File: config.mk
export PLATFORM = sky130hd
export DESIGN_NAME = xml_entity_decoder_flat
export DESIGN_NICKNAME = d
export VERILOG_FILES = /design/src/rtl/xed_pkg.sv /design/src/rtl/xed_in_if.sv /design/src/rtl/xed_out_if.sv /design/src/rtl/xed_front.sv /design/src/rtl/xed_queue.sv /design/src/rtl/xed_back.sv /design/src/rtl/xml_entity_decoder.sv /design/src/flat_wrapper.sv
export SDC_FILE = /design/constraint.sdc
export NUM_CORES = 1
export LEC_CHECK = 0
export ABC_AREA = 0
export ABC_CLOCK_PERIOD_IN_PS = 7780
export BUFFER_PORTS_ARGS = -buffer_cell sky130_fd_sc_hd__buf_4
export CORE_UTILIZATION = 30
export CTS_CLUSTER_DIAMETER = 200
export DETAILED_ROUTE_END_ITERATION = 10
export PLACE_DENSITY_LB_ADDON = 0.08
export SYNTH_ARGS = -nofsm -noshare
export SYNTH_HDL_FRONTEND = slang
export SYNTH_SLANG_ARGS = --single-unit
File: constraint.sdc
create_clock -name clk -period 7.78 [get_ports clk]
set_input_delay 1.167 -clock clk [delete_from_list [all_inputs] [get_ports clk]]
set_output_delay 1.167 -clock clk [all_outputs]
set_load 0.1 [all_outputs]
File: src/rtl/xed_pkg.sv
// Package: shared types, character codes and entity tables of the entity decoder.
`default_nettype none

package xed_pkg;

	// character codes
	localparam logic [15:0] CH_NUL   = 16'h0000;
	localparam logic [15:0] CH_AMP   = 16'h0026;
	localparam logic [15:0] CH_LT    = 16'h003C;
	localparam logic [15:0] CH_GT    = 16'h003E;
	localparam logic [15:0] CH_QUOT  = 16'h0022;
	localparam logic [15:0] CH_APOS  = 16'h0027;
	localparam logic [15:0] CH_SPACE = 16'h0020;
	localparam logic [15:0] CH_SEMI  = 16'h003B;
	// highest code that counts as whitespace
	localparam logic [15:0] WS_MAX   = 16'h0020;

	// result kinds
	localparam logic KIND_CHAR = 1'b0;
	localparam logic KIND_END  = 1'b1;

	// entity table sizes
	localparam int ENT_COUNT = 5;
	localparam int BUF_DEPTH = 5;
	localparam int MAX_ITEMS = 6;

	// one result item
	typedef struct packed {
		logic [15:0] ch;
		logic        kind;
	} xed_item_t;

	// all results caused by one input item
	typedef struct packed {
		logic [2:0]                     count;
		xed_item_t [MAX_ITEMS-1:0]      items;
	} xed_cmd_t;

	// character i of entity k (zero past its end)
	function automatic logic [15:0] ent_pat(input logic [2:0] k, input logic [2:0] i);
		logic [15:0] r;
		r = CH_NUL;
		if (i == 3'd0) begin
			r = CH_AMP;
		end else begin
			case (k)
				3'd0: begin
					case (i)
						3'd1: r = 16'h0061; // a
						3'd2: r = 16'h006D; // m
						3'd3: r = 16'h0070; // p
						3'd4: r = CH_SEMI;
						default: r = CH_NUL;
					endcase
				end
				3'd1: begin
					case (i)
						3'd1: r = 16'h006C; // l
						3'd2: r = 16'h0074; // t
						3'd3: r = CH_SEMI;
						default: r = CH_NUL;
					endcase
				end
				3'd2: begin
					case (i)
						3'd1: r = 16'h0067; // g
						3'd2: r = 16'h0074; // t
						3'd3: r = CH_SEMI;
						default: r = CH_NUL;
					endcase
				end
				3'd3: begin
					case (i)
						3'd1: r = 16'h0071; // q
						3'd2: r = 16'h0075; // u
						3'd3: r = 16'h006F; // o
						3'd4: r = 16'h0074; // t
						3'd5: r = CH_SEMI;
						default: r = CH_NUL;
					endcase
				end
				3'd4: begin
					case (i)
						3'd1: r = 16'h0061; // a
						3'd2: r = 16'h0070; // p
						3'd3: r = 16'h006F; // o
						3'd4: r = 16'h0073; // s
						3'd5: r = CH_SEMI;
						default: r = CH_NUL;
					endcase
				end
				default: r = CH_NUL;
			endcase
		end
		return r;
	endfunction

	// full length of entity k
	function automatic logic [2:0] ent_len(input logic [2:0] k);
		logic [2:0] r;
		case (k)
			3'd0: r = 3'd5;
			3'd1: r = 3'd4;
			3'd2: r = 3'd4;
			3'd3: r = 3'd6;
			3'd4: r = 3'd6;
			default: r = 3'd0;
		endcase
		return r;
	endfunction

	// decoded character of entity k
	function automatic logic [15:0] ent_val(input logic [2:0] k);
		logic [15:0] r;
		case (k)
			3'd0: r = CH_AMP;
			3'd1: r = CH_LT;
			3'd2: r = CH_GT;
			3'd3: r = CH_QUOT;
			3'd4: r = CH_APOS;
			default: r = CH_NUL;
		endcase
		return r;
	endfunction

endpackage

`default_nettype wire

File: src/rtl/xed_in_if.sv
// Interface: text character channel (valid, ready, character and stop character).
`default_nettype none

interface xed_in_if;
	logic        valid;
	logic        ready;
	logic [15:0] in_char;
	logic [15:0] stop_char;

	modport source (output valid, output in_char, output stop_char, input ready);
	modport sink   (input valid, input in_char, input stop_char, output ready);
endinterface

`default_nettype wire

File: src/rtl/xed_out_if.sv
// Interface: decoded result channel (valid, ready, character, kind and last flag).
`default_nettype none

interface xed_out_if;
	logic        valid;
	logic        ready;
	logic [15:0] out_char;
	logic        kind;
	logic        last;

	modport source (output valid, output out_char, output kind, output last, input ready);
	modport sink   (input valid, input out_char, input kind, input last, output ready);
endinterface

`default_nettype wire

File: src/rtl/xed_front.sv
// Front end: accepts characters, tracks the entity prefix and builds result commands.
`default_nettype none

module xed_front (
	input  wire logic          clk,
	input  wire logic          arst_n,
	xed_in_if.sink             chars,
	input  wire logic          cfg_we,
	input  wire logic          cfg_wdata,
	input  wire logic          q_full,
	output logic               push,
	output xed_pkg::xed_cmd_t  cmd
);
	import xed_pkg::*;

	logic [15:0] buf_q [BUF_DEPTH];
	logic [15:0] nxt_buf [BUF_DEPTH];
	logic [2:0]  len_q, nxt_len;
	logic        skip_q, nxt_skip;
	logic        keep_q;

	logic        accept;
	logic        full, prefix, ok, ended, do_plain;
	logic [15:0] full_val;
	logic [2:0]  n;
	logic [15:0] c, stop;

	assign c      = chars.in_char;
	assign stop   = chars.stop_char;
	assign chars.ready = !q_full;
	assign accept = chars.valid && !q_full;
	assign push   = accept && (n != 3'd0);

	// match the held prefix and the new character against each entity
	always_comb begin
		full     = 1'b0;
		prefix   = 1'b0;
		full_val = CH_NUL;
		for (int k = 0; k < ENT_COUNT; k++) begin
			ok = ent_len(3'(k)) > len_q;
			for (int i = 0; i < BUF_DEPTH; i++) begin
				if (i < int'(len_q) && buf_q[i] != ent_pat(3'(k), 3'(i))) begin
					ok = 1'b0;
				end
			end
			if (ok && ent_pat(3'(k), len_q) == c) begin
				if (ent_len(3'(k)) == len_q + 3'd1) begin
					full     = 1'b1;
					full_val = ent_val(3'(k));
				end else begin
					prefix = 1'b1;
				end
			end
		end
	end

	// build the result list and the next state
	always_comb begin
		cmd      = '0;
		n        = 3'd0;
		nxt_len  = len_q;
		nxt_skip = skip_q;
		nxt_buf  = buf_q;
		ended    = 1'b0;
		do_plain = 1'b0;
		if (len_q == 3'd0) begin
			if (!(skip_q && c != CH_NUL && c <= WS_MAX)) begin
				nxt_skip = 1'b0;
				do_plain = 1'b1;
			end
		end else if (full) begin
			cmd.items[n] = '{ch: full_val, kind: KIND_CHAR};
			n = n + 3'd1;
			nxt_len = 3'd0;
		end else if (prefix && len_q < 3'(BUF_DEPTH)) begin
			nxt_buf[len_q] = c;
			nxt_len = len_q + 3'd1;
		end else begin
			// failed prefix: literal ampersand, then the held characters as text
			nxt_len = 3'd0;
			cmd.items[n] = '{ch: CH_AMP, kind: KIND_CHAR};
			n = n + 3'd1;
			for (int i = 1; i < BUF_DEPTH; i++) begin
				if (i < int'(len_q) && !ended) begin
					if (buf_q[i] == CH_NUL || buf_q[i] == stop) begin
						cmd.items[n] = '{ch: CH_NUL, kind: KIND_END};
						n = n + 3'd1;
						nxt_skip = 1'b0;
						ended = 1'b1;
					end else begin
						cmd.items[n] = '{ch: buf_q[i], kind: KIND_CHAR};
						n = n + 3'd1;
					end
				end
			end
			do_plain = !ended;
		end
		// ordinary handling of the new character
		if (do_plain) begin
			if (c == CH_NUL || c == stop) begin
				cmd.items[n] = '{ch: CH_NUL, kind: KIND_END};
				n = n + 3'd1;
				nxt_len  = 3'd0;
				nxt_skip = 1'b0;
			end else if (c == CH_AMP) begin
				nxt_buf[0] = c;
				nxt_len = 3'd1;
			end else begin
				cmd.items[n] = '{ch: c, kind: KIND_CHAR};
				n = n + 3'd1;
				if (c == CH_SPACE && !keep_q) begin
					nxt_skip = 1'b1;
				end
			end
		end
		cmd.count = n;
	end

	// advance control state on each transfer; take configuration writes
	always_ff @(posedge clk or negedge arst_n) begin
		if (!arst_n) begin
			len_q  <= 3'd0;
			skip_q <= 1'b0;
			keep_q <= 1'b1;
		end else begin
			if (cfg_we) begin
				keep_q <= cfg_wdata;
			end
			if (accept) begin
				len_q  <= nxt_len;
				skip_q <= nxt_skip;
			end
		end
	end

	// hold the prefix characters
	always_ff @(posedge clk) begin
		if (accept) begin
			buf_q <= nxt_buf;
		end
	end

endmodule

`default_nettype wire

File: src/rtl/xed_queue.sv
// Command queue: short FIFO between the front end and the back end.
`default_nettype none

module xed_queue #(
	parameter int DEPTH = 4
) (
	input  wire logic          clk,
	input  wire logic          arst_n,
	input  wire logic          push,
	input  wire xed_pkg::xed_cmd_t wr_cmd,
	output logic               full,
	input  wire logic          pop,
	output logic               head_valid,
	output xed_pkg::xed_cmd_t  head_cmd
);
	import xed_pkg::*;

	localparam int PW = $clog2(DEPTH);
	localparam int CW = $clog2(DEPTH + 1);

	xed_cmd_t        mem_q [DEPTH];
	logic [PW-1:0]   wr_ptr_q, rd_ptr_q;
	logic [CW-1:0]   count_q;
	logic            do_pop;

	assign full       = count_q == CW'(DEPTH);
	assign head_valid = count_q != '0;
	assign head_cmd   = mem_q[rd_ptr_q];
	assign do_pop     = pop && head_valid;

	// advance pointers and count
	always_ff @(posedge clk or negedge arst_n) begin
		if (!arst_n) begin
			wr_ptr_q <= '0;
			rd_ptr_q <= '0;
			count_q  <= '0;
		end else begin
			if (push) begin
				wr_ptr_q <= (wr_ptr_q == PW'(DEPTH - 1)) ? '0 : wr_ptr_q + 1'b1;
			end
			if (do_pop) begin
				rd_ptr_q <= (rd_ptr_q == PW'(DEPTH - 1)) ? '0 : rd_ptr_q + 1'b1;
			end
			if (push && !do_pop) begin
				count_q <= count_q + 1'b1;
			end else if (do_pop && !push) begin
				count_q <= count_q - 1'b1;
			end
		end
	end

	// store commands
	always_ff @(posedge clk) begin
		if (push) begin
			mem_q[wr_ptr_q] <= wr_cmd;
		end
	end

endmodule

`default_nettype wire

File: src/rtl/xed_back.sv
// Back end: steps through the head command and presents one result per transfer.
`default_nettype none

module xed_back (
	input  wire logic          clk,
	input  wire logic          arst_n,
	input  wire logic          head_valid,
	input  wire xed_pkg::xed_cmd_t head_cmd,
	output logic               pop,
	xed_out_if.source          results
);
	import xed_pkg::*;

	logic [2:0] idx_q;
	logic       at_last;
	logic       xfer;
	xed_item_t  item;

	assign item     = head_cmd.items[idx_q];
	assign at_last  = idx_q == head_cmd.count - 3'd1;
	assign xfer     = head_valid && results.ready;
	assign pop      = xfer && at_last;

	assign results.valid    = head_valid;
	assign results.out_char = item.ch;
	assign results.kind     = item.kind;
	assign results.last     = at_last;

	// advance to the next result, back to the start after the last one
	always_ff @(posedge clk or negedge arst_n) begin
		if (!arst_n) begin
			idx_q <= 3'd0;
		end else if (xfer) begin
			idx_q <= at_last ? 3'd0 : idx_q + 3'd1;
		end
	end

endmodule

`default_nettype wire

File: src/rtl/xml_entity_decoder.sv
// Top level: XML predefined entity decoder, front end, command queue and back end.
//
//   channel   | role   | payload                         | transfer when
//   ----------+--------+---------------------------------+-----------------------
//   chars     | sink   | in_char[15:0], stop_char[15:0]  | valid && ready
//   results   | source | out_char[15:0], kind, last      | valid && ready
//   cfg       | write  | cfg_wdata (keep_whitespace)     | cfg_we
//
// A character is taken every cycle while the command queue has room; the front end
// turns it into a command of zero to six results in that cycle.
// While results.ready is high the back end gives one result a cycle, so a failed
// prefix of n characters gives up to n+1 results and the queue fills behind it.
// Reset clears the prefix length, the skipping flag and the queue; keep_whitespace
// comes out of reset as 1. The first result of a character can transfer in the
// cycle after that character.
`default_nettype none

module xml_entity_decoder #(
	parameter int QUEUE_DEPTH = 4
) (
	input  wire logic  clk,
	input  wire logic  arst_n,
	xed_in_if.sink     chars,
	xed_out_if.source  results,
	input  wire logic  cfg_we,
	input  wire logic  cfg_wdata
);
	import xed_pkg::*;

	logic     push, q_full, pop, head_valid;
	xed_cmd_t wr_cmd, head_cmd;

	// classify characters and keep the prefix state
	xed_front u_front (
		.clk       (clk),
		.arst_n    (arst_n),
		.chars     (chars),
		.cfg_we    (cfg_we),
		.cfg_wdata (cfg_wdata),
		.q_full    (q_full),
		.push      (push),
		.cmd       (wr_cmd)
	);

	// decouple the two sides
	xed_queue #(
		.DEPTH (QUEUE_DEPTH)
	) u_queue (
		.clk        (clk),
		.arst_n     (arst_n),
		.push       (push),
		.wr_cmd     (wr_cmd),
		.full       (q_full),
		.pop        (pop),
		.head_valid (head_valid),
		.head_cmd   (head_cmd)
	);

	// deliver results one by one
	xed_back u_back (
		.clk        (clk),
		.arst_n     (arst_n),
		.head_valid (head_valid),
		.head_cmd   (head_cmd),
		.pop        (pop),
		.results    (results)
	);

endmodule

`default_nettype wire
File: src/flat_wrapper.sv
// flat-port wrapper written by rule: the top's interface ports become plain ports
module xml_entity_decoder_flat import xed_pkg::*;
#(
	parameter int QUEUE_DEPTH = 4
)
  (clk, arst_n, cfg_we, cfg_wdata, chars_valid, chars_in_char, chars_stop_char, chars_ready, results_valid, results_out_char, results_kind, results_last, results_ready);
  xed_in_if chars_i ();
  xed_out_if results_i ();
  input  wire logic clk;
  input  wire logic arst_n;
  input  wire logic cfg_we;
  input  wire logic cfg_wdata;
  input wire logic [$bits(chars_i.valid)-1:0] chars_valid;
  input wire logic [$bits(chars_i.in_char)-1:0] chars_in_char;
  input wire logic [$bits(chars_i.stop_char)-1:0] chars_stop_char;
  output wire logic [$bits(chars_i.ready)-1:0] chars_ready;
  output wire logic [$bits(results_i.valid)-1:0] results_valid;
  output wire logic [$bits(results_i.out_char)-1:0] results_out_char;
  output wire logic [$bits(results_i.kind)-1:0] results_kind;
  output wire logic [$bits(results_i.last)-1:0] results_last;
  input wire logic [$bits(results_i.ready)-1:0] results_ready;
  assign chars_i.valid = chars_valid;
  assign chars_i.in_char = chars_in_char;
  assign chars_i.stop_char = chars_stop_char;
  assign chars_ready = chars_i.ready;
  assign results_valid = results_i.valid;
  assign results_out_char = results_i.out_char;
  assign results_kind = results_i.kind;
  assign results_last = results_i.last;
  assign results_i.ready = results_ready;
  xml_entity_decoder #(.QUEUE_DEPTH(QUEUE_DEPTH)) u_core (.clk(clk), .arst_n(arst_n), .chars(chars_i), .results(results_i), .cfg_we(cfg_we), .cfg_wdata(cfg_wdata));
endmodule
# Word level (Yosys, flattened, before mapping)
# Memories as Yosys holds them, arrays and structs flattened.
# Index checks and enable logic that the tools add are counted.
[word_totals]
regBits = 95
mem_bits_rw = 420
input_bits = 38
output_inout_bits = 20
memories = 1
[classes]
add_sub_neg = 11
magnitude_cmp = 21
n_eq_ne = 41
mux = 190
bitwise = 15
reduce_logical = 65
[memory_table]
columns = ["memory", "depth", "word_bits", "read_ports", "rd_clocked_by_memory_dff", "write_ports", "line_no", "text"]
rows = [
  ["u_core.u_queue.mem_q", 4, 105, 1, 0, 1, "xed_queue.sv:21", "xed_cmd_t mem_q [DEPTH];"],
]
[ops]
columns = ["operator", "count"]
rows = [
  ["$mux W102", 17],
  ["$bwmux W102", 4],
  ["$not A96 Y96", 4],
  ["$and A96 B96 Y96", 3],
  ["$mux W80", 3],
  ["$demux W17 S3", 4],
  ["$mux W16", 12],
  ["$ne A16 B7 Y1 const B", 12],
  ["$mux W17", 11],
  ["$eq A16 B16 Y1", 10],
  ["$and A32 B96 Y96", 1],
  ["$mux W3", 32],
  ["$mux W1", 88],
  ["$mux W85", 1],
  ["$bwmux W80", 1],
  ["$logic_not A16 Y1", 5],
  ["$pmux W7 S5", 2],
  ["$bmux W17 S3", 1],
  ["$demux W16 S3", 1],
  ["$ne A16 B6 Y1 const B", 3],
  ["$pmux W7 S3", 2],
  ["$logic_and A1 B1 Y1", 40],
  ["$mux W7", 5],
  ["$eq A16 B6 Y1 const B", 2],
  ["other kinds (32)", 79],
]

# Logic depth before layout (Yosys ltp)
# Gate-level depths: netlist of run 1.
[depth]
word_depth = 53
depth_mapped = 28
depth_no_buf = 22

# Modules after synthesis
# Synthesis of run 1 repeated with hierarchy kept, for this count alone.
[unflattened]
cells_unflattened = 1914
area_unflattened_um2 = 26176.4
[modules_own_cells]
columns = ["mod", "n_inst", "cells_each", "area_each_um2"]
rows = [
  ["xed_queue", 1, 586, 15541.2],
  ["xed_front", 1, 1224, 9544.2],
  ["xed_back", 1, 104, 1091.0],
]

# Worst setup path before layout of run 1
# No wires, ideal clock.
[synth_path]
kind = "register to register"
from = "reg u_core.u_front.len_q[1]"
to = "mem u_core.u_queue.mem_q[1][0] in the netlist's numbering, enable pin"
setup_time_ns = 0.476
t_arrival_ns = 7.176
required_ns = 7.304
setup_slack_ns = 0.128
path_stages_with_launch = 21
n_path_buf = 5
synth_period_minus_slack_ns = 7.652
cell_sequence = "dfrtp_1 -> clkbuf_1 -> clkbuf_1 -> inv_1 -> ha_1 -> clkbuf_1 -> o21a_1 -> or3_1 -> a211o_1 -> or3_1 -> o21ai_1 -> a21oi_1 -> a21o_1 -> buf_2 -> a22oi_4 -> inv_2 -> buf_4 -> ha_1 -> o311a_1 -> a211oi_2 -> and2_1"
[synth_between]
elab_chain_cells = 32
word_cells_on_any_way = 157
classes_between = "add/sub: 5; order compare: 9; eq/ne: 15; mux: 96; reduce/logical: 32"
[synth_lines]
columns = ["element", "line_no", "text"]
rows = [
  ["start, declared", "xed_front.sv:18", "logic [2:0] len_q, nxt_len;"],
  ["start signal, assigned", "xed_front.sv:130", "len_q <= nxt_len;"],
  ["parallel branches: the longest is 27 deep, another holds $lt A1 B3 Y1", "n/a", ""],
  ["$mux W3 *", "xed_front.sv:99", "if (do_plain) begin"],
  ["$reduce_bool A3 Y1 *", "xed_front.sv:32", "assign push = accept && (n != 3'd0);"],
  ["$logic_and A1 B1 Y1 *", "xed_front.sv:32", ""],
  ["via u_core.push", "xml_entity_decoder.sv:30", "logic push, q_full, pop, head_valid;"],
  ["$mux W1 *", "xed_queue.sv:54", "if (push) begin"],
  ["$mux W1 (not written as such) *", "xed_queue.sv:55", "mem_q[wr_ptr_q] <= wr_cmd;"],
  ["end, declared", "xed_queue.sv:21", ""],
]
# Mark *: on every way through the listed nets, which the timed path passes. The select of a mux whose other input is x is not followed.

# Worst setup path after layout of run 1
[layout_path]
from = "reg u_core.u_front.len_q[0]"
to = "mem u_core.u_queue.mem_q[2][74] in the netlist's numbering, enable pin"
# Same word-level chain as after synthesis.

==> results of run 1 <==
-- cells by family (layout without fill, tap and decap cells) --
kind of cell | Yosys count | count (layout)
buffers and inverters | 186 | 267
multiplexers | 155 | 155
flip-flops | 515 | 515
XOR/XNOR | 100 | 100
AND/OR/NAND/NOR | 457 | 457
adder cells (fa/ha/maj) | 19 | 19
AO/OA/AOI/OAI | 277 | 277
other | 0 | 4
-- final timing paths --
check                      slack [ns]  cells after the start                     endpoint                       from
hold reg to reg                  0.49                      1    u_core.u_queue.count_q[2]  u_core.u_queue.count_q[2]
max in group asynchronous        7.11                      1        u_core.u_front.keep_q                     arst_n
min in group clk                 0.49                      1    u_core.u_queue.count_q[2]  u_core.u_queue.count_q[2]
setup reg to reg                 1.36                     16  u_core.u_queue.mem_q[2][74]    u_core.u_front.len_q[0]
setup / recovery                 1.36                     16  u_core.u_queue.mem_q[2][74]    u_core.u_front.len_q[0]
hold / removal                   0.40                      1    u_core.u_queue.count_q[0]                     arst_n
-- layout by cell type, fill, tap and decap left out, types with 46 or more instances in the layout --
master,netlist,routed
edfxtp_1,500,500
nor2_1,130,127
mux4_2,122,122
buf_4,2,101
nor3_1,68,65
a21oi_1,60,60
clkbuf_16,0,58
xor2_1,54,54
nand2_1,48,48
inv_1,47,47
xnor2_1,46,46
-- layer usage --
metal / share of wire [%] / wire length (um) / vias to the layer above / global-route usage [%]
met1: 46 / 38700 / 8278 / 29.2
met2: 46 / 38900 / 476 / 31.9
met5: 0.072 / 61 / - / 0
met4: 2.8 / 2400 / 10 / 6.05
li1: - / - / 6835 / -
met3: 5.5 / 4680 / 122 / 3.65
-- worst max-delay path, delay by kind of cell (launching register included) --
kind / cells / cell delay (ns)
flops: 1 / 0.38
compound gates: 7 / 2.38
fa+ha+maj: 2 / 1.08
simple gates: 4 / 1.37
buf+inv: 3 / 0.80
-- area by class of cell --
type | count | area share, %
flip-flops and latches | 515 | 54.4
clock inverters | 35 | 1.00
multi-input cells | 1008 | 30.5
clock buffers | 73 | 5.33
diodes | 4 | 0.0354
inverters | 49 | 0.650
repair buffers | 110 | 3.32
well taps | 1060 | 4.69
-- cell usage after synthesis, types with 5 or more instances --
| master | instances | area share [%] |
|---|---|---|
| nor2b_1 | 7 | 0.18 |
| dfrtp_1 | 14 | 1.4 |
| mux2i_1 | 20 | 0.81 |
| xor2_1 | 54 | 1.9 |
| xnor2_1 | 46 | 1.6 |
| a22oi_1 | 39 | 1.2 |
| a31oi_1 | 9 | 0.23 |
| buf_1 | 17 | 0.26 |
| mux2_2 | 13 | 0.59 |
| nand4_1 | 26 | 0.66 |
| o221a_2 | 18 | 0.82 |
| o22ai_1 | 45 | 1.1 |
| a21o_1 | 8 | 0.24 |
| or3_1 | 9 | 0.23 |
| mux4_2 | 122 | 11 |
| nand2_1 | 48 | 0.73 |
| buf_2 | 32 | 0.65 |
| ha_1 | 18 | 0.91 |
| nor3b_1 | 5 | 0.15 |
| inv_1 | 47 | 0.71 |
| a211oi_1 | 5 | 0.15 |
| o21ai_0 | 37 | 0.75 |
| and2_1 | 30 | 0.76 |
| nand3_1 | 33 | 0.67 |
| clkbuf_1 | 85 | 1.3 |
| nor3_1 | 68 | 1.4 |
| nor2_1 | 130 | 2.0 |
| a21oi_1 | 60 | 1.2 |
| a221oi_1 | 12 | 0.43 |
| nand4b_1 | 9 | 0.32 |
| nand2b_1 | 11 | 0.28 |
| edfxtp_1 | 500 | 61 |
| nor4_1 | 34 | 0.86 |
| or4_1 | 7 | 0.21 |
-- stage by stage --
step | power [uW] | util (%) | cell area [um2] | setup slack (ns) | std cells
final | 9550 | 34.9 | 28300 | 1.36 | 2854
after global routing | 9960 | 34.9 | 28300 | 0.788 | 2850
after CTS | 9740 | 34.9 | 28300 | 1.31 | 2850
after detailed placement | 7110 | 32.7 | 26500 | 1.10 | 2742
after global placement | 7100 | 32.7 | 26500 | 1.16 | 2742
after floorplan | 6060 | - | 24700 | 0.128 | 1709
-- power groups by stage --
stage,logic [uW],clock network [uW],registers (uW)
2_1_floorplan,2360,0,3700
3_3_place_gp,3280,0,3820
3_5_place_dp,3270,0,3840
4_1_cts,3280,2680,3780
5_1_grt,3380,2760,3820
6_report,3180,2600,3760
==> summary.md, run 1 <==
| Metric | Value |
|---|---|
| Status | finished, final reports clean |
| Critical-path top delay cell | ha_1 |
| Slew Limit Headroom | 17.2% |
| Fillcell total | 7842 |
| Post-synthesis instance total | ~1700 |
| Max Fclk | 156 MHz |
| Combinational share of power | 33.3% |
| Mapped Area | 24700 um2 |
| Min Tclk post-route | ~6.4 ns |
| Area of the core | about 81000 um2 |
| H-Tree Depth | 2 |
| Max cap viols | 0 |
| Area Growth Syn to Fin | 14.4% |
| Hold buffers post-CTS | 0 |
| CTS clk-pin slew, worst paths | 0.06 ns |
| Setup TNS | 0 ns |
| Mux contribution to synthesized area | 12.5% |
| Initial core utilization | 30.5% |
| Crit path capture type | flip-flop |
| Post-Synth Adder-Cell Area | 0.992% |
| Reg area | 15400 um2 |
| Buffers on Ports | 57 |
| Inserted Clock Buffers | 58 |
| Worst setup path class | flip-flop to flip-flop |
| Sw frac | 35.9% |
| Synth Area in Compound Gates | under 10% |
| Final period util | between 80% and 90% |
| CP max FO | 33 |
| Clk pwr share | 27.3% |
| Root Driver | clkbuf_16 |
| XOR/XNOR Fraction of Synth Area | 3.54% |
| Die Ht | about 290 um |
| Leak | 0.00926 uW |
| Syn nets | around 1800 |
| Synth async-reset ratio | 2.91% |
| Antenna Nets Post-Route | 0 |
| Measured slew at the worst slew-check pin | 1.23 ns |
| Final RePlAce weighted congestion | 0.948 |
| Yosys cell types | 88 |
| Final Hold Viols | 0 |
| Largest family of logic cells by synthesized area | multiplexers |
| Power Dens Cells | 338 nW/um2 |
| Top_reg_cell synth | edfxtp_1 |
| DP HPWL | about 56000 um |
| Hold crit path type | input port to asynchronous set/reset pin |
| Die Wd | 289 um |
| Worst vdd ir | 547 uV |
| Vias per cell | between 5 and 6 |
| Sequential Power Share | approximately 40% |
| Global-route wire length before repair | 122000 um |
| Worst Path Required | 8.07 ns |
| Final setup viols | 0 |
| Pins Over Slew Limit | 0 |
| Total track usage | 20.5% |
| GRT overflow | 0 |
| DR WL/cell | 29.7 um |
| RSZ-0062 raised after global routing | no |
| Clk_lat worst skew | roughly 0.64 ns |
| # DRC | 0 |
| Multi-input gate area | 8640 um2 |
| Critical Path Start Type | flip-flop |
| Switch Pwr | about 3400 uW |
| Post-synthesis simple-gate area fraction | 9.91% |
| Detailed-route via count | between 15000 and 20000 |
| Final hold slack | roughly 0.40 ns |
| Critical-path cell list | inv_1 > ha_1 > nor3b_1 > or3_1 > a211o_1 > or3_1 > o21ai_1 > a21oi_1 > a21o_1 > a22oi_4 > inv_2 > ha_1 > o311a_1 > a211oi_2 > and2_4 > buf_12 |
| EDFF count, synth | 500 |
| FP Rows | ~100 |
| Layout cells sized above 1 | 21.3% |
| CP arrival | between 6 and 7 ns |
| CTS max path bufs | 3 |
| Fin nets | ~1800 |
| Post-CTS setup buffers | 0 |
| Vias in the first global route | approximately 16000 |
| FF+latch count, synth | 515 |
| Number of clock sinks | 515 |
| DIE AREA | 83600 um2 |
| IO Count | 58 |
| Synth warnings | 0 |
| Crit-path max cell delay | 0.82 ns |
| Iter 0 DRT Violations | 1329 |
| Sequential share of the synthesized area | 62.3% |
| Initial antenna violation count | 7 |
| Final WL | 84700 um |
| Largest net degree at the start of global routing | 66 |
| CTS tree | built |
| Int Power | 6120 uW |
| Post-CTS Resized | 0 |
| Syn avg cell area | 14.5 um2 |
| Fin Clk Skew | 0.0409 ns |
| TritonRoute pass-1 iters | 6 |
Power figures use the tool's default switching activity.
==> run 2, diff against run 1 <==
--- a/config.mk
+++ b/config.mk
@@ -6,7 +6,7 @@
 export NUM_CORES = 1
 export LEC_CHECK = 0
 export ABC_AREA = 0
-export ABC_CLOCK_PERIOD_IN_PS = 7780
+export ABC_CLOCK_PERIOD_IN_PS = 6500
 export BUFFER_PORTS_ARGS = -buffer_cell sky130_fd_sc_hd__buf_4
 export CORE_UTILIZATION = 30
 export CTS_CLUSTER_DIAMETER = 200
==> constraint.sdc (replaced) <==
create_clock -name clk -period 6.5 [get_ports clk]
set_input_delay 0.975 -clock clk [delete_from_list [all_inputs] [get_ports clk]]
set_output_delay 0.975 -clock clk [all_outputs]
set_load 0.1 [all_outputs]
==> summary.md, run 2 (synthesis results as in run 1) <==
| Metric | Value |
|---|---|
| Status | finished, final reports clean (unchanged) |
| Max cap viols | 0 (unchanged) |
| Finished Core Util | 35.6% (was 34.9%) |
| Min Tclk post-route | 5.61 ns (was 6.42 ns) |
| Final WS setup | 0.893 ns (was 1.36 ns) |
| DIE AREA | 83600 um2 (unchanged) |
| Hold crit path type | input port to asynchronous set/reset pin (unchanged) |
| Combinational share of power | 33.4% (was 33.3%) |
| Worst slack at placement | 0.271 ns (was 1.10 ns) |
| Largest net degree at the start of global routing | 51 (was 66) |
| Final period util | 86.3% (was 82.5%) |
| CTS tree | built (unchanged) |
| Met1 wire length | 37600 um (was 38700 um) |
| FP Rows | 104 (unchanged) |
| Total Power | 11400 uW (was 9550 uW) |
| Int Power | 7440 uW (was 6120 uW) |
| DR top layer | met5 (unchanged) |
| Measured slew at the worst slew-check pin | 0.969 ns (was 1.23 ns) |
| GRT overflow | 0 (unchanged) |
| Leak | 0.00961 uW (was 0.00926 uW) |
| Final RePlAce weighted congestion | 0.932 (was 0.948) |
| Sw frac | 35.0% (was 35.9%) |
| CP max FO | 16 (was 33) |
| Initial core utilization | 30.5% (unchanged) |
| Buffers on Ports | 57 (unchanged) |
| Die Ht | 289 um (unchanged) |
| Worst Path Required | 6.98 ns (was 8.07 ns) |
| Switch Pwr | 4010 uW (was 3430 uW) |
| Vias in the first global route | 16000 (was 16200) |
| Final setup viols | 0 (unchanged) |
| Sequential Power Share | 39.4% (about the same) |
| Vias per cell | 5.47 (was 5.51) |
| Final Hold Viols | 0 (unchanged) |
| Layout cells sized above 1 | 24.3% (was 21.3%) |
| Power Dens Cells | 397 nW/um2 (was 338 nW/um2) |
| RSZ-0062 raised after global routing | no (unchanged) |
| Total track usage | 20.4% (was 20.5%) |
| Post-route cell area | 28800 um2 (was 28300 um2) |
| Fin Clk Skew | 0.0264 ns (was 0.0409 ns) |
| Slew Limit Headroom | 35.4% (was 17.2%) |
| Antenna Nets Post-Route | 0 (unchanged) |
| CTS clk-pin slew, worst paths | 0.06 ns (about the same) |
| Met2 wire length | 40500 um (was 38900 um) |
| Area of the core | 81100 um2 (unchanged) |
| Commonest non-fill, non-tap cell in the layout | edfxtp_1 (unchanged) |
| Clk_lat worst skew | 0.62 ns (was 0.64 ns) |
| Iter 0 DRT Violations | 1453 (was 1329) |
| Clk pwr share | 27.2% (was 27.3%) |
| IO Count | 58 (unchanged) |
| Crit path capture type | flip-flop (unchanged) |
| DP HPWL | 59600 um (was 56300 um) |
| Inserted Clock Buffers | 56 (was 58) |
| # DRC | 0 (unchanged) |
| Post-CTS Resized | 0 (unchanged) |
| DR WL/cell | 29.2 um (was 29.7 um) |
| Final WL | 84900 um (was 84700 um) |
| Placed Area | 27100 um2 (was 26500 um2) |
| Max Fclk | 178 MHz (was 156 MHz) |
| Detailed-route via count | 15900 (was 15700) |
| Global-route wire length before repair | 121000 um (was 122000 um) |
| Fillcell total | 7818 (was 7842) |
| Hold buffers post-CTS | 0 (unchanged) |
| WL met3 | 4870 um (was 4680 um) |
| Worst setup path class | flip-flop to flip-flop (unchanged) |
| Root Driver | clkbuf_16 (unchanged) |
| Fin nets | 1864 (was 1799) |
| Finished Layout Cells | 2911 (was 2854) |
| Die Wd | 289 um (unchanged) |
| Most frequent cells in the layout | 500 x edfxtp_1, 163 x buf_4, 129 x nor2_1 (was 500 x edfxtp_1, 127 x nor2_1, 122 x mux4_2) |
| CTS max path bufs | 3 (unchanged) |
| Number of clock sinks | 515 (unchanged) |
| CP arrival | 6.09 ns (was 6.70 ns) |
| Inst Count DP | 2809 (was 2742) |
| TritonRoute pass-1 iters | 5 (was 6) |
| Critical Path Start Type | flip-flop (unchanged) |
| Post-CTS setup buffers | 0 (unchanged) |
| Area Growth Syn to Fin | 16.6% (was 14.4%) |
| Worst vdd ir | 319 uV (was 547 uV) |
| Initial antenna violation count | 11 (was 7) |
| Pins Over Slew Limit | 0 (unchanged) |
| H-Tree Depth | 2 (unchanged) |
==> run 2: layout make-up <==
cell class                      instances  area (um2)  area share [%]
Timing Repair Buffer                  177        1500            5.22
Multi-Input combinational cell       1008        8650            30.0
Clock inverter                         35         308            1.07
Clock buffer                           66        1460            5.06
Sequential cell                       515       15400            53.4
Tap cell                             1060        1330            4.60
Antenna cell                            1        2.50         0.00868
Inverter                               49         184           0.638
==> run 2: final timing paths <==
path	slack, ns	cells past startpoint	to	startpoint
worst min register to register	0.49	1	u_core.u_queue.count_q[2]	u_core.u_queue.count_q[2]
worst max-delay path	0.89	18	u_core.u_queue.mem_q[3][31]	flip-flop
worst min-delay path	0.24	1	u_core.u_queue.count_q[1]	arst_n
min in group clk	0.49	1	u_core.u_queue.count_q[2]	u_core.u_queue.count_q[2]
max in group asynchronous	5.98	1	u_core.u_front.keep_q	arst_n
worst max register to register	0.89	18	u_core.u_queue.mem_q[3][31]	flip-flop
==> run 2: worst max-delay path, stage by stage (launching register included) <==
cell,delay (ns)
edfxtp_1,0.51
xor2_1,0.23
nor4_1,0.50
nand4_1,0.27
nand2_1,0.29
nor2_1,0.13
ha_1,0.41
xnor2_1,0.36
inv_1,0.09
ha_1,0.18
nand4_1,0.08
xor2_1,0.46
nand2_1,0.14
and3_1,0.31
nor4_2,0.35
buf_12,0.21
a21oi_1,0.05
nor3_1,0.61
buf_4,0.25
==> run 2: layer usage <==
metal	global-route usage [%]	up-vias
li1	-	6973
met1	28.0	8298
met2	33.4	511
met3	3.63	121
met4	5.17	14
met5	0	-
==> run 2: per-stage QoR <==
| stage | TNS, ns | hold slack, ns |
|---|---|---|
| 3_5_place_dp | 0 | 0.485 |
| 4_1_cts | 0 | 0.222 |
| 5_1_grt | 0 | 0.231 |
| 6_report | 0 | 0.235 |
| 3_3_place_gp | 0 | 0.477 |
| 2_1_floorplan | -1.75 | 0.455 |
==> run 2: power groups by stage <==
stage | Combinational (uW) | Sequential [uW] | Clock, uW
CTS | 3940 | 4530 | 3190
global placement | 3940 | 4580 | 0
detailed placement | 3930 | 4590 | 0
global route | 4060 | 4570 | 3310
floorplan | 2830 | 4400 | 0
finish | 3830 | 4510 | 3110
